--- config.mk ---
export PLATFORM = sky130hd
export DESIGN_NAME = spiral_unvisited_cell_finder_core
export DESIGN_NICKNAME = d
export VERILOG_FILES = /design/src/rtl/core/sucf_pkg.sv /design/src/rtl/core/spiral_unvisited_cell_finder_core.sv
export VERILOG_INCLUDE_DIRS = /design/src /design/src/rtl/core
export SDC_FILE = /design/constraint.sdc
export NUM_CORES = 1
export LEC_CHECK = 0
export CAP_MARGIN = 20
export CORE_MARGIN = 3
export CORE_UTILIZATION = 42
export DETAILED_ROUTE_END_ITERATION = 8
export DONT_BUFFER_PORTS = 1
export PLACE_DENSITY = 0.68
export SYNTH_ARGS = -nofsm -noshare
export SYNTH_HDL_FRONTEND = slang
export SYNTH_SLANG_ARGS = --single-unit
export TNS_END_PERCENT = 1
--- constraint.sdc ---
create_clock -name i_clk -period 5.3 [get_ports i_clk]
set_input_delay 1.06 -clock i_clk [delete_from_list [all_inputs] [get_ports i_clk]]
set_output_delay 1.06 -clock i_clk [all_outputs]
set_load 0.02 [all_outputs]
--- src/rtl/core/spiral_unvisited_cell_finder_core_defines.svh ---
// ----------------------------------------------------------------------------
// Assertion macros for the spiral unvisited-cell finder.
// Each macro expands to a clocked concurrent assertion, or to nothing when
// the design is built for synthesis.
// ----------------------------------------------------------------------------
`ifndef SPIRAL_UNVISITED_CELL_FINDER_CORE_DEFINES_SVH
`define SPIRAL_UNVISITED_CELL_FINDER_CORE_DEFINES_SVH

`ifndef SYNTHESIS
`define SUCF_ASSERT_IMP(lbl, ante, cons) \
    lbl: assert property (@(posedge i_clk) disable iff (!i_rst_n) (ante) |-> (cons)) \
        else $error("sucf: implication check failed");
`define SUCF_ASSERT_NXT(lbl, ante, cons) \
    lbl: assert property (@(posedge i_clk) disable iff (!i_rst_n) (ante) |=> (cons)) \
        else $error("sucf: next-cycle check failed");
`else
`define SUCF_ASSERT_IMP(lbl, ante, cons)
`define SUCF_ASSERT_NXT(lbl, ante, cons)
`endif

`endif

--- src/rtl/core/sucf_pkg.sv ---
// ----------------------------------------------------------------------------
// Spiral unvisited-cell finder package
// Command codes, sequencer step codes and the control store of the
// microcoded sequencer.
// ----------------------------------------------------------------------------
`timescale 1ns / 1ps
`default_nettype none

package sucf_pkg;

    typedef enum logic [1:0] {
        CMD_LOAD = 2'd0,
        CMD_POS  = 2'd1,
        CMD_NEXT = 2'd2,
        CMD_NONE = 2'd3
    } t_cmd;

    typedef enum logic [3:0] {
        S_CLR   = 4'd0,
        S_IDLE  = 4'd1,
        S_LOAD  = 4'd2,
        S_POSRD = 4'd3,
        S_POSWR = 4'd4,
        S_NINIT = 4'd5,
        S_SCAN  = 4'd6,
        S_MARK  = 4'd7,
        S_RESP  = 4'd8
    } t_step;

    typedef enum logic [1:0] {
        J_NEXT = 2'd0,
        J_WAIT = 2'd1,
        J_DISP = 2'd2,
        J_SCAN = 2'd3
    } t_jmp;

    typedef enum logic [1:0] {
        C_NONE = 2'd0,
        C_IN   = 2'd1,
        C_OUT  = 2'd2,
        C_CLR  = 2'd3
    } t_cond;

    typedef enum logic {
        R_ITEM = 1'b0,
        R_CUR  = 1'b1
    } t_rsel;

    typedef enum logic [2:0] {
        WR_NONE     = 3'd0,
        WR_CLR      = 3'd1,
        WR_ITEM     = 3'd2,
        WR_ONE_ITEM = 3'd3,
        WR_ONE_HELD = 3'd4
    } t_wsel;

    typedef struct packed {
        t_jmp  jmp;
        t_cond cond;
        t_step nxt;
        t_rsel rsel;
        t_wsel wsel;
        logic  take;
        logic  init;
        logic  scan;
        logic  pos;
        logic  mark;
        logic  resp;
    } t_uword;

    function automatic t_uword ucode(input t_step s);
        t_uword w;
        w      = '0;
        w.jmp  = J_NEXT;
        w.cond = C_NONE;
        w.nxt  = S_RESP;
        w.rsel = R_CUR;
        w.wsel = WR_NONE;
        unique case (s)
            S_CLR: begin
                w.jmp  = J_WAIT;
                w.cond = C_CLR;
                w.nxt  = S_IDLE;
                w.wsel = WR_CLR;
            end
            S_IDLE: begin
                w.jmp  = J_DISP;
                w.cond = C_IN;
                w.nxt  = S_IDLE;
                w.take = 1'b1;
            end
            S_LOAD: begin
                w.wsel = WR_ITEM;
            end
            S_POSRD: begin
                w.nxt  = S_POSWR;
                w.rsel = R_ITEM;
            end
            S_POSWR: begin
                w.wsel = WR_ONE_ITEM;
                w.pos  = 1'b1;
            end
            S_NINIT: begin
                w.nxt  = S_SCAN;
                w.init = 1'b1;
            end
            S_SCAN: begin
                w.jmp  = J_SCAN;
                w.scan = 1'b1;
            end
            S_MARK: begin
                w.wsel = WR_ONE_HELD;
                w.mark = 1'b1;
            end
            S_RESP: begin
                w.jmp  = J_WAIT;
                w.cond = C_OUT;
                w.nxt  = S_IDLE;
                w.resp = 1'b1;
            end
            default: begin
                w.nxt = S_IDLE;
            end
        endcase
        return w;
    endfunction

endpackage

`default_nettype wire

--- src/rtl/core/spiral_unvisited_cell_finder_core.sv ---
// A load item passes through the load and response steps; a position item through the read,
// write and response steps. A next-goal item passes through the init step, the scan, a mark step
// when a free cell is found, and the response step; when no cell is free the scan runs over the
// whole grid. The scan reads one map cell per cycle. Items are taken one at a time, only while
// idle; the next item is taken while the last result waits, and its own result is held back until
// that one has been taken. After reset the visited map is cleared before any item is taken.
// ----------------------------------------------------------------------------
// Spiral unvisited-cell finder core
// Keeps a visited map of the grid with a goal cell and a goal-reached flag, and
// walks the grid in clockwise spiral order to find the next unvisited goal.
// ----------------------------------------------------------------------------
`timescale 1ns / 1ps
`default_nettype none
`include "spiral_unvisited_cell_finder_core_defines.svh"

module spiral_unvisited_cell_finder_core #(
    parameter int ROWS = 16,
    parameter int COLS = 16
) (
    input  wire logic       i_clk,
    input  wire logic       i_rst_n,
    input  wire logic       i_valid,
    output logic            o_stall,
    input  wire logic [1:0] i_cmd,
    input  wire logic [3:0] i_row,
    input  wire logic [3:0] i_col,
    input  wire logic       i_cell_value,
    output logic            o_valid,
    input  wire logic       i_stall,
    output logic [3:0]      o_goal_row,
    output logic [3:0]      o_goal_col,
    output logic            o_found,
    output logic            o_goal_reached,
    output logic            o_was_visited
);

    import sucf_pkg::*;

    localparam int RW    = $clog2(ROWS);
    localparam int CW    = $clog2(COLS);
    localparam int NCELL = ROWS * COLS;
    localparam int AW    = $clog2(NCELL);

    typedef enum logic [1:0] {
        LEG_TOP    = 2'd0,
        LEG_RIGHT  = 2'd1,
        LEG_BOTTOM = 2'd2,
        LEG_LEFT   = 2'd3
    } t_leg;

    logic      r_mem [NCELL];
    logic      r_q;

    t_step     r_step;
    t_step     n_step;
    t_uword    ctl;
    logic [AW-1:0] r_clr;

    logic [1:0]    r_cmd;
    logic [3:0]    r_row;
    logic [3:0]    r_col;
    logic          r_val;

    logic [RW-1:0] r_goal_row;
    logic [CW-1:0] r_goal_col;
    logic          r_reached;
    logic          r_found;
    logic          r_prior;

    logic [RW-1:0] r_t, r_b, n_t, n_b;
    logic [CW-1:0] r_l, r_rt, n_l, n_rt;
    logic [RW-1:0] r_cr, n_cr;
    logic [CW-1:0] r_cc, n_cc;
    t_leg          r_leg, n_leg;
    logic          r_end, n_end;
    logic          r_pv;
    logic [RW-1:0] r_pr;
    logic [CW-1:0] r_pc;

    logic          r_ovalid;
    logic [3:0]    r_o_goal_row;
    logic [3:0]    r_o_goal_col;
    logic          r_o_found;
    logic          r_o_reached;
    logic          r_o_prior;

    logic [RW+3:0] row_x;
    logic [CW+3:0] col_x;
    logic [RW-1:0] item_row;
    logic [CW-1:0] item_col;
    logic          item_inside;
    logic          goal_match;
    logic [RW+3:0] goal_row_x;
    logic [CW+3:0] goal_col_x;
    logic [AW-1:0] item_addr, cur_addr, held_addr;

    logic          mem_we;
    logic          mem_wd;
    logic [AW-1:0] mem_wa;
    logic [AW-1:0] mem_ra;

    logic          accept;
    logic          out_free;
    logic          clr_last;
    logic          cond_ok;
    logic          scan_hit;
    logic          scan_done;
    logic          ring_next;
    logic          ring_ok;
    logic [RW:0]   t_x, b_x, cr_x;
    logic [CW:0]   l_x, rt_x;

    assign ctl = ucode(r_step);

    assign row_x       = {{RW{1'b0}}, r_row};
    assign col_x       = {{CW{1'b0}}, r_col};
    assign item_row    = row_x[RW-1:0];
    assign item_col    = col_x[CW-1:0];
    assign item_inside = (row_x < (RW+4)'(ROWS)) && (col_x < (CW+4)'(COLS));
    assign goal_row_x  = {4'b0000, r_goal_row};
    assign goal_col_x  = {4'b0000, r_goal_col};
    assign goal_match  = (goal_row_x == row_x) && (goal_col_x == col_x);

    assign item_addr = AW'(AW'(item_row) * AW'(COLS)) + AW'(item_col);
    assign cur_addr  = AW'(AW'(r_cr) * AW'(COLS)) + AW'(r_cc);
    assign held_addr = AW'(AW'(r_pr) * AW'(COLS)) + AW'(r_pc);

    assign accept    = ctl.take && i_valid;
    assign out_free  = !r_ovalid || !i_stall;
    assign clr_last  = (r_clr == AW'(NCELL - 1));
    assign scan_hit  = r_pv && !r_q;
    assign scan_done = r_end && !r_pv;

    assign o_stall        = !ctl.take;
    assign o_valid        = r_ovalid;
    assign o_goal_row     = r_o_goal_row;
    assign o_goal_col     = r_o_goal_col;
    assign o_found        = r_o_found;
    assign o_goal_reached = r_o_reached;
    assign o_was_visited  = r_o_prior;

    always_comb begin
        mem_we = 1'b0;
        mem_wd = 1'b1;
        mem_wa = item_addr;
        unique case (ctl.wsel)
            WR_CLR: begin
                mem_we = 1'b1;
                mem_wd = 1'b0;
                mem_wa = r_clr;
            end
            WR_ITEM: begin
                mem_we = item_inside;
                mem_wd = r_val;
            end
            WR_ONE_ITEM: begin
                mem_we = item_inside;
            end
            WR_ONE_HELD: begin
                mem_we = 1'b1;
                mem_wa = held_addr;
            end
            default: begin
                mem_we = 1'b0;
            end
        endcase
        mem_ra = (ctl.rsel == R_ITEM) ? item_addr : cur_addr;
    end

    always_ff @(posedge i_clk) begin
        if (mem_we) begin
            r_mem[mem_wa] <= mem_wd;
        end
        r_q <= r_mem[mem_ra];
    end

    always_comb begin
        unique case (ctl.cond)
            C_IN:    cond_ok = i_valid;
            C_OUT:   cond_ok = out_free;
            C_CLR:   cond_ok = clr_last;
            default: cond_ok = 1'b1;
        endcase
        n_step = r_step;
        unique case (ctl.jmp)
            J_NEXT: n_step = ctl.nxt;
            J_WAIT: n_step = cond_ok ? ctl.nxt : r_step;
            J_DISP: begin
                if (cond_ok) begin
                    unique case (t_cmd'(i_cmd))
                        CMD_LOAD: n_step = S_LOAD;
                        CMD_POS:  n_step = S_POSRD;
                        CMD_NEXT: n_step = S_NINIT;
                        default:  n_step = S_RESP;
                    endcase
                end
            end
            J_SCAN: begin
                if (scan_hit) begin
                    n_step = S_MARK;
                end else if (scan_done) begin
                    n_step = ctl.nxt;
                end
            end
            default: n_step = S_IDLE;
        endcase
    end

    assign t_x     = {1'b0, r_t};
    assign b_x     = {1'b0, r_b};
    assign l_x     = {1'b0, r_l};
    assign rt_x    = {1'b0, r_rt};
    assign cr_x    = {1'b0, r_cr};
    assign ring_ok = (b_x >= t_x + (RW+1)'(2)) && (rt_x >= l_x + (CW+1)'(2));

    always_comb begin
        n_cr      = r_cr;
        n_cc      = r_cc;
        n_leg     = r_leg;
        n_t       = r_t;
        n_b       = r_b;
        n_l       = r_l;
        n_rt      = r_rt;
        n_end     = r_end;
        ring_next = 1'b0;
        unique case (r_leg)
            LEG_TOP: begin
                if (r_cc < r_rt) begin
                    n_cc = r_cc + CW'(1);
                end else if (r_t < r_b) begin
                    n_cr  = r_t + RW'(1);
                    n_leg = LEG_RIGHT;
                end else begin
                    ring_next = 1'b1;
                end
            end
            LEG_RIGHT: begin
                if (r_cr < r_b) begin
                    n_cr = r_cr + RW'(1);
                end else if (r_l < r_rt) begin
                    n_cc  = r_rt - CW'(1);
                    n_leg = LEG_BOTTOM;
                end else begin
                    ring_next = 1'b1;
                end
            end
            LEG_BOTTOM: begin
                if (r_cc > r_l) begin
                    n_cc = r_cc - CW'(1);
                end else if (b_x >= t_x + (RW+1)'(2)) begin
                    n_cr  = r_b - RW'(1);
                    n_leg = LEG_LEFT;
                end else begin
                    ring_next = 1'b1;
                end
            end
            LEG_LEFT: begin
                if (cr_x > t_x + (RW+1)'(1)) begin
                    n_cr = r_cr - RW'(1);
                end else begin
                    ring_next = 1'b1;
                end
            end
            default: begin
                ring_next = 1'b1;
            end
        endcase
        if (ring_next) begin
            n_t   = r_t + RW'(1);
            n_b   = r_b - RW'(1);
            n_l   = r_l + CW'(1);
            n_rt  = r_rt - CW'(1);
            n_cr  = r_t + RW'(1);
            n_cc  = r_l + CW'(1);
            n_leg = LEG_TOP;
            n_end = !ring_ok;
        end
    end

    always_ff @(posedge i_clk) begin
        if (!i_rst_n) begin
            r_step     <= S_CLR;
            r_clr      <= '0;
            r_ovalid   <= 1'b0;
            r_goal_row <= '0;
            r_goal_col <= '0;
            r_reached  <= 1'b0;
            r_pv       <= 1'b0;
            r_end      <= 1'b1;
        end else begin
            r_step <= n_step;
            if (ctl.wsel == WR_CLR) begin
                r_clr <= r_clr + AW'(1);
            end
            if (accept) begin
                r_cmd   <= i_cmd;
                r_row   <= i_row;
                r_col   <= i_col;
                r_val   <= i_cell_value;
                r_found <= 1'b0;
                r_prior <= 1'b0;
            end
            if (ctl.pos && item_inside && (t_cmd'(r_cmd) == CMD_POS)) begin
                r_prior <= r_q;
                if (goal_match) begin
                    r_reached <= 1'b1;
                end
            end
            if (ctl.init) begin
                r_t   <= '0;
                r_b   <= RW'(ROWS - 1);
                r_l   <= '0;
                r_rt  <= CW'(COLS - 1);
                r_cr  <= '0;
                r_cc  <= '0;
                r_leg <= LEG_TOP;
                r_end <= 1'b0;
                r_pv  <= 1'b0;
            end
            if (ctl.scan && !scan_hit) begin
                r_pv <= !r_end;
                r_pr <= r_cr;
                r_pc <= r_cc;
                if (!r_end) begin
                    r_cr  <= n_cr;
                    r_cc  <= n_cc;
                    r_leg <= n_leg;
                    r_t   <= n_t;
                    r_b   <= n_b;
                    r_l   <= n_l;
                    r_rt  <= n_rt;
                    r_end <= n_end;
                end
            end
            if (ctl.mark) begin
                r_goal_row <= r_pr;
                r_goal_col <= r_pc;
                r_reached  <= 1'b0;
                r_found    <= 1'b1;
            end
            if (ctl.resp && out_free) begin
                r_ovalid     <= 1'b1;
                r_o_goal_row <= goal_row_x[3:0];
                r_o_goal_col <= goal_col_x[3:0];
                r_o_found    <= r_found;
                r_o_reached  <= r_reached;
                r_o_prior    <= r_prior;
            end else if (r_ovalid && !i_stall) begin
                r_ovalid <= 1'b0;
            end
        end
    end

    `SUCF_ASSERT_IMP(a_found_clears_reached, o_valid && o_found, !o_goal_reached)
    `SUCF_ASSERT_IMP(a_prior_only_without_found, o_valid && o_was_visited, !o_found)
    `SUCF_ASSERT_NXT(a_hit_goes_to_mark, (r_step == S_SCAN) && scan_hit, r_step == S_MARK)

endmodule

`default_nettype wire
==> results.toml <==
[setup_path]
critPathBufInv = 1
critical_path_arrival_ns = 4.56
criticalPathCategory = "reg2reg"
crit_path_end_kind = "register"
path_common_cell = "nor2_1"
crit_fanout = 13
crit_family = "simple AND/OR/NAND/NOR gates"
critical_path_required_ns = 5.50
crit_path_max_incr_delay_ns = 0.92
cp-start-kind = "register"
worstRegToRegCells = 8
path_cells = "nor2b_1 > nand3_1 > inv_2 > nor2_1 > a221o_1 > nor2_1 > nand3_1 > nor2_1"
crit_slowest_cell = "nand3_1"
cp.depth = 8

[finish]
syn2layout_area_growth_pct = 8.91
fin_nets = 1537
reg_top3 = "r_mem x256, r_clr x8"
largest_reg_flops = 256
regMostFlops = "r_mem"
diodes = 0
drive_above_1_share_pct = 6.47

[cts]
htree_levels = 2
cts_setup_buffers = 0
root_buffer = "clkbuf_16"
hold_buffers = 0
cts_resized = 0
tritoncts = "built"
insertion_delay_ns = 0.52
path_clk_slew_ns = 0.06
cts_buffer_depth = 3
cts_buffers = 37
cts.sink_count = 339

[global_routing]
grt_pass1_vias = 11365
grt_usage_pct = 20.2
grt_max_degree = 196
grt_pass1_wl_mm = 65.9
antenna_found_initial = 0
overflow = 0

[status]
outcome = "finished clean"

[die]
rows = 72
fp.dieArea_mm2 = 0.0420
initial_core_util_pct = 42.7
ios = 28
die_x_um = 205
core-area_mm2 = 0.0389
fp.dieH_um = 205

[sta]
drv_slew = 0
fin_skew_ns = 0.0202
fmax_mhz = 230
rsz0062_at_grt = "false"
fin_tns_setup_ns = 0
finalSetupViolations = 0
hold_viol = 0
fin_crit_sh_pct = 82.2
max_slew_margin_pct = 27.4
tightest_slew_ns = 1.09
min_period_ns = 4.36
holdWs_ns = 0.429

[detailed_routing]
routed_wl_mm = 42.9
wl_per_cell_um = 21.3
post-route-drc-count = 0
num_vias = 11616
drt-initial-drc-count = 1366
first_pass_iters = 5
vias_per_cell = 5.76
ant_nets = 0

[hold_path]
min_path_cells = 0
hold_path_class = "reg2reg"

[synth]
synth_seq_cells = 339
ys_async_sr_fraction_pct = 0
netlist_instances = 1503
synth_warnings = 0
yosysTopAreaCell = "edfxtp_1"
synth_top_area_share_pct = 56.7
syn_area_per_cell_um2 = 11.1
synthTopCellsByArea = "edfxtp_1 (57%), nor2_1 (6.6%), nand2_1 (4.2%)"
synth_ff_type = "edfxtp_1"
ys_types = 66
ys_seq_area_share_pct = 59.7
synth_area_mm2 = 0.0166
synth-edff-count = 314
synth_nets = 1569
yosysMostFrequentCell = "edfxtp_1"
synth_commonest_cells = "edfxtp_1 (314), nor2_1 (293), nand2_1 (185)"

[place]
port_buffers = 0
hpwl_mm = 26.6
globalplace.congestion = 0.901

[pwr]
powerDensity_mw_per_mm2 = 441
ir_drop_uv = 474
p_leak_uw = 0.00618

[flow_run]
cap_violations = 0
-- through the flow --
stage	util, %	std cells	worst slack (ns)	cell area, µm²	total power [µW]
4_1_cts	46.5	2016	1.00	18100	7980
3_3_place_gp	43.7	1949	1.14	17000	5600
5_1_grt	46.5	2017	0.639	18100	8300
6_report	46.5	2017	0.944	18100	7990
3_5_place_dp	43.7	1949	1.02	17000	5640
2_1_floorplan	-	1503	0.703	16600	5070
-- metal layers --
metal	wire length (µm)	up-vias	track usage, %
met5	0	-	0
met3	3500	111	3.24
met1	17500	5639	27.0
li1	-	5341	-
met4	1740	0	8.20
met2	20200	525	33.0
-- layout make-up --
cell class | instances | area, µm²
fill | 3595 | 20800
clock buffer | 48 | 988
sequential | 339 | 9930
inverter | 31 | 116
timing repair buffer | 22 | 184
multi-input combinational | 1040 | 6150
clock inverter | 19 | 101
tap | 518 | 648
-- where the power goes --
group / leakage [µW] / switching, µW / total (µW) / internal (µW)
combinational: 0.00257 / 1540 / 2050 / 508
clock: 0.000531 / 1030 / 2350 / 1320
sequential: 0.00308 / 127 / 3590 / 3460
-- final timing paths --
check,from,endpoint,slack [ns]
max,r_step[0],r_mem[208],0.94
min,r_found,o_found,0.43
max reg2reg,r_step[0],r_mem[208],0.94
min reg2reg,r_found,o_found,0.43
-- cell families (layout without fill, tap and decap cells) --
group	after synthesis	count (layout)	share of synthesized area [%]
AO/OA/AOI/OAI	221	221	8.53
XOR/XNOR	30	30	1.58
adder cells (fa/ha/maj)	51	51	3.93
buffers and inverters	124	120	3.46
flip-flops	339	339	59.7
multiplexers	82	82	5.57
AND/OR/NAND/NOR	656	656	17.2
-- cell usage in the layout, fill, tap and decap left out, types with 9 or more instances in the layout --
master	instances
dfxtp_1	25
nand2b_1	10
nand4_1	12
o21ai_0	41
nand2_1	184
a21oi_1	70
xor2_1	15
a31oi_1	14
nor4_1	18
nor2_1	293
nor2b_1	21
nor3_1	13
ha_1	49
o22ai_1	20
clkbuf_1	10
xnor2_1	15
edfxtp_1	314
clkbuf_16	38
nand3_1	63
mux2i_1	65
buf_4	20
a21o_1	9
and2_1	22
a221oi_1	10
inv_1	30
Power figures use the tool's default switching activity.
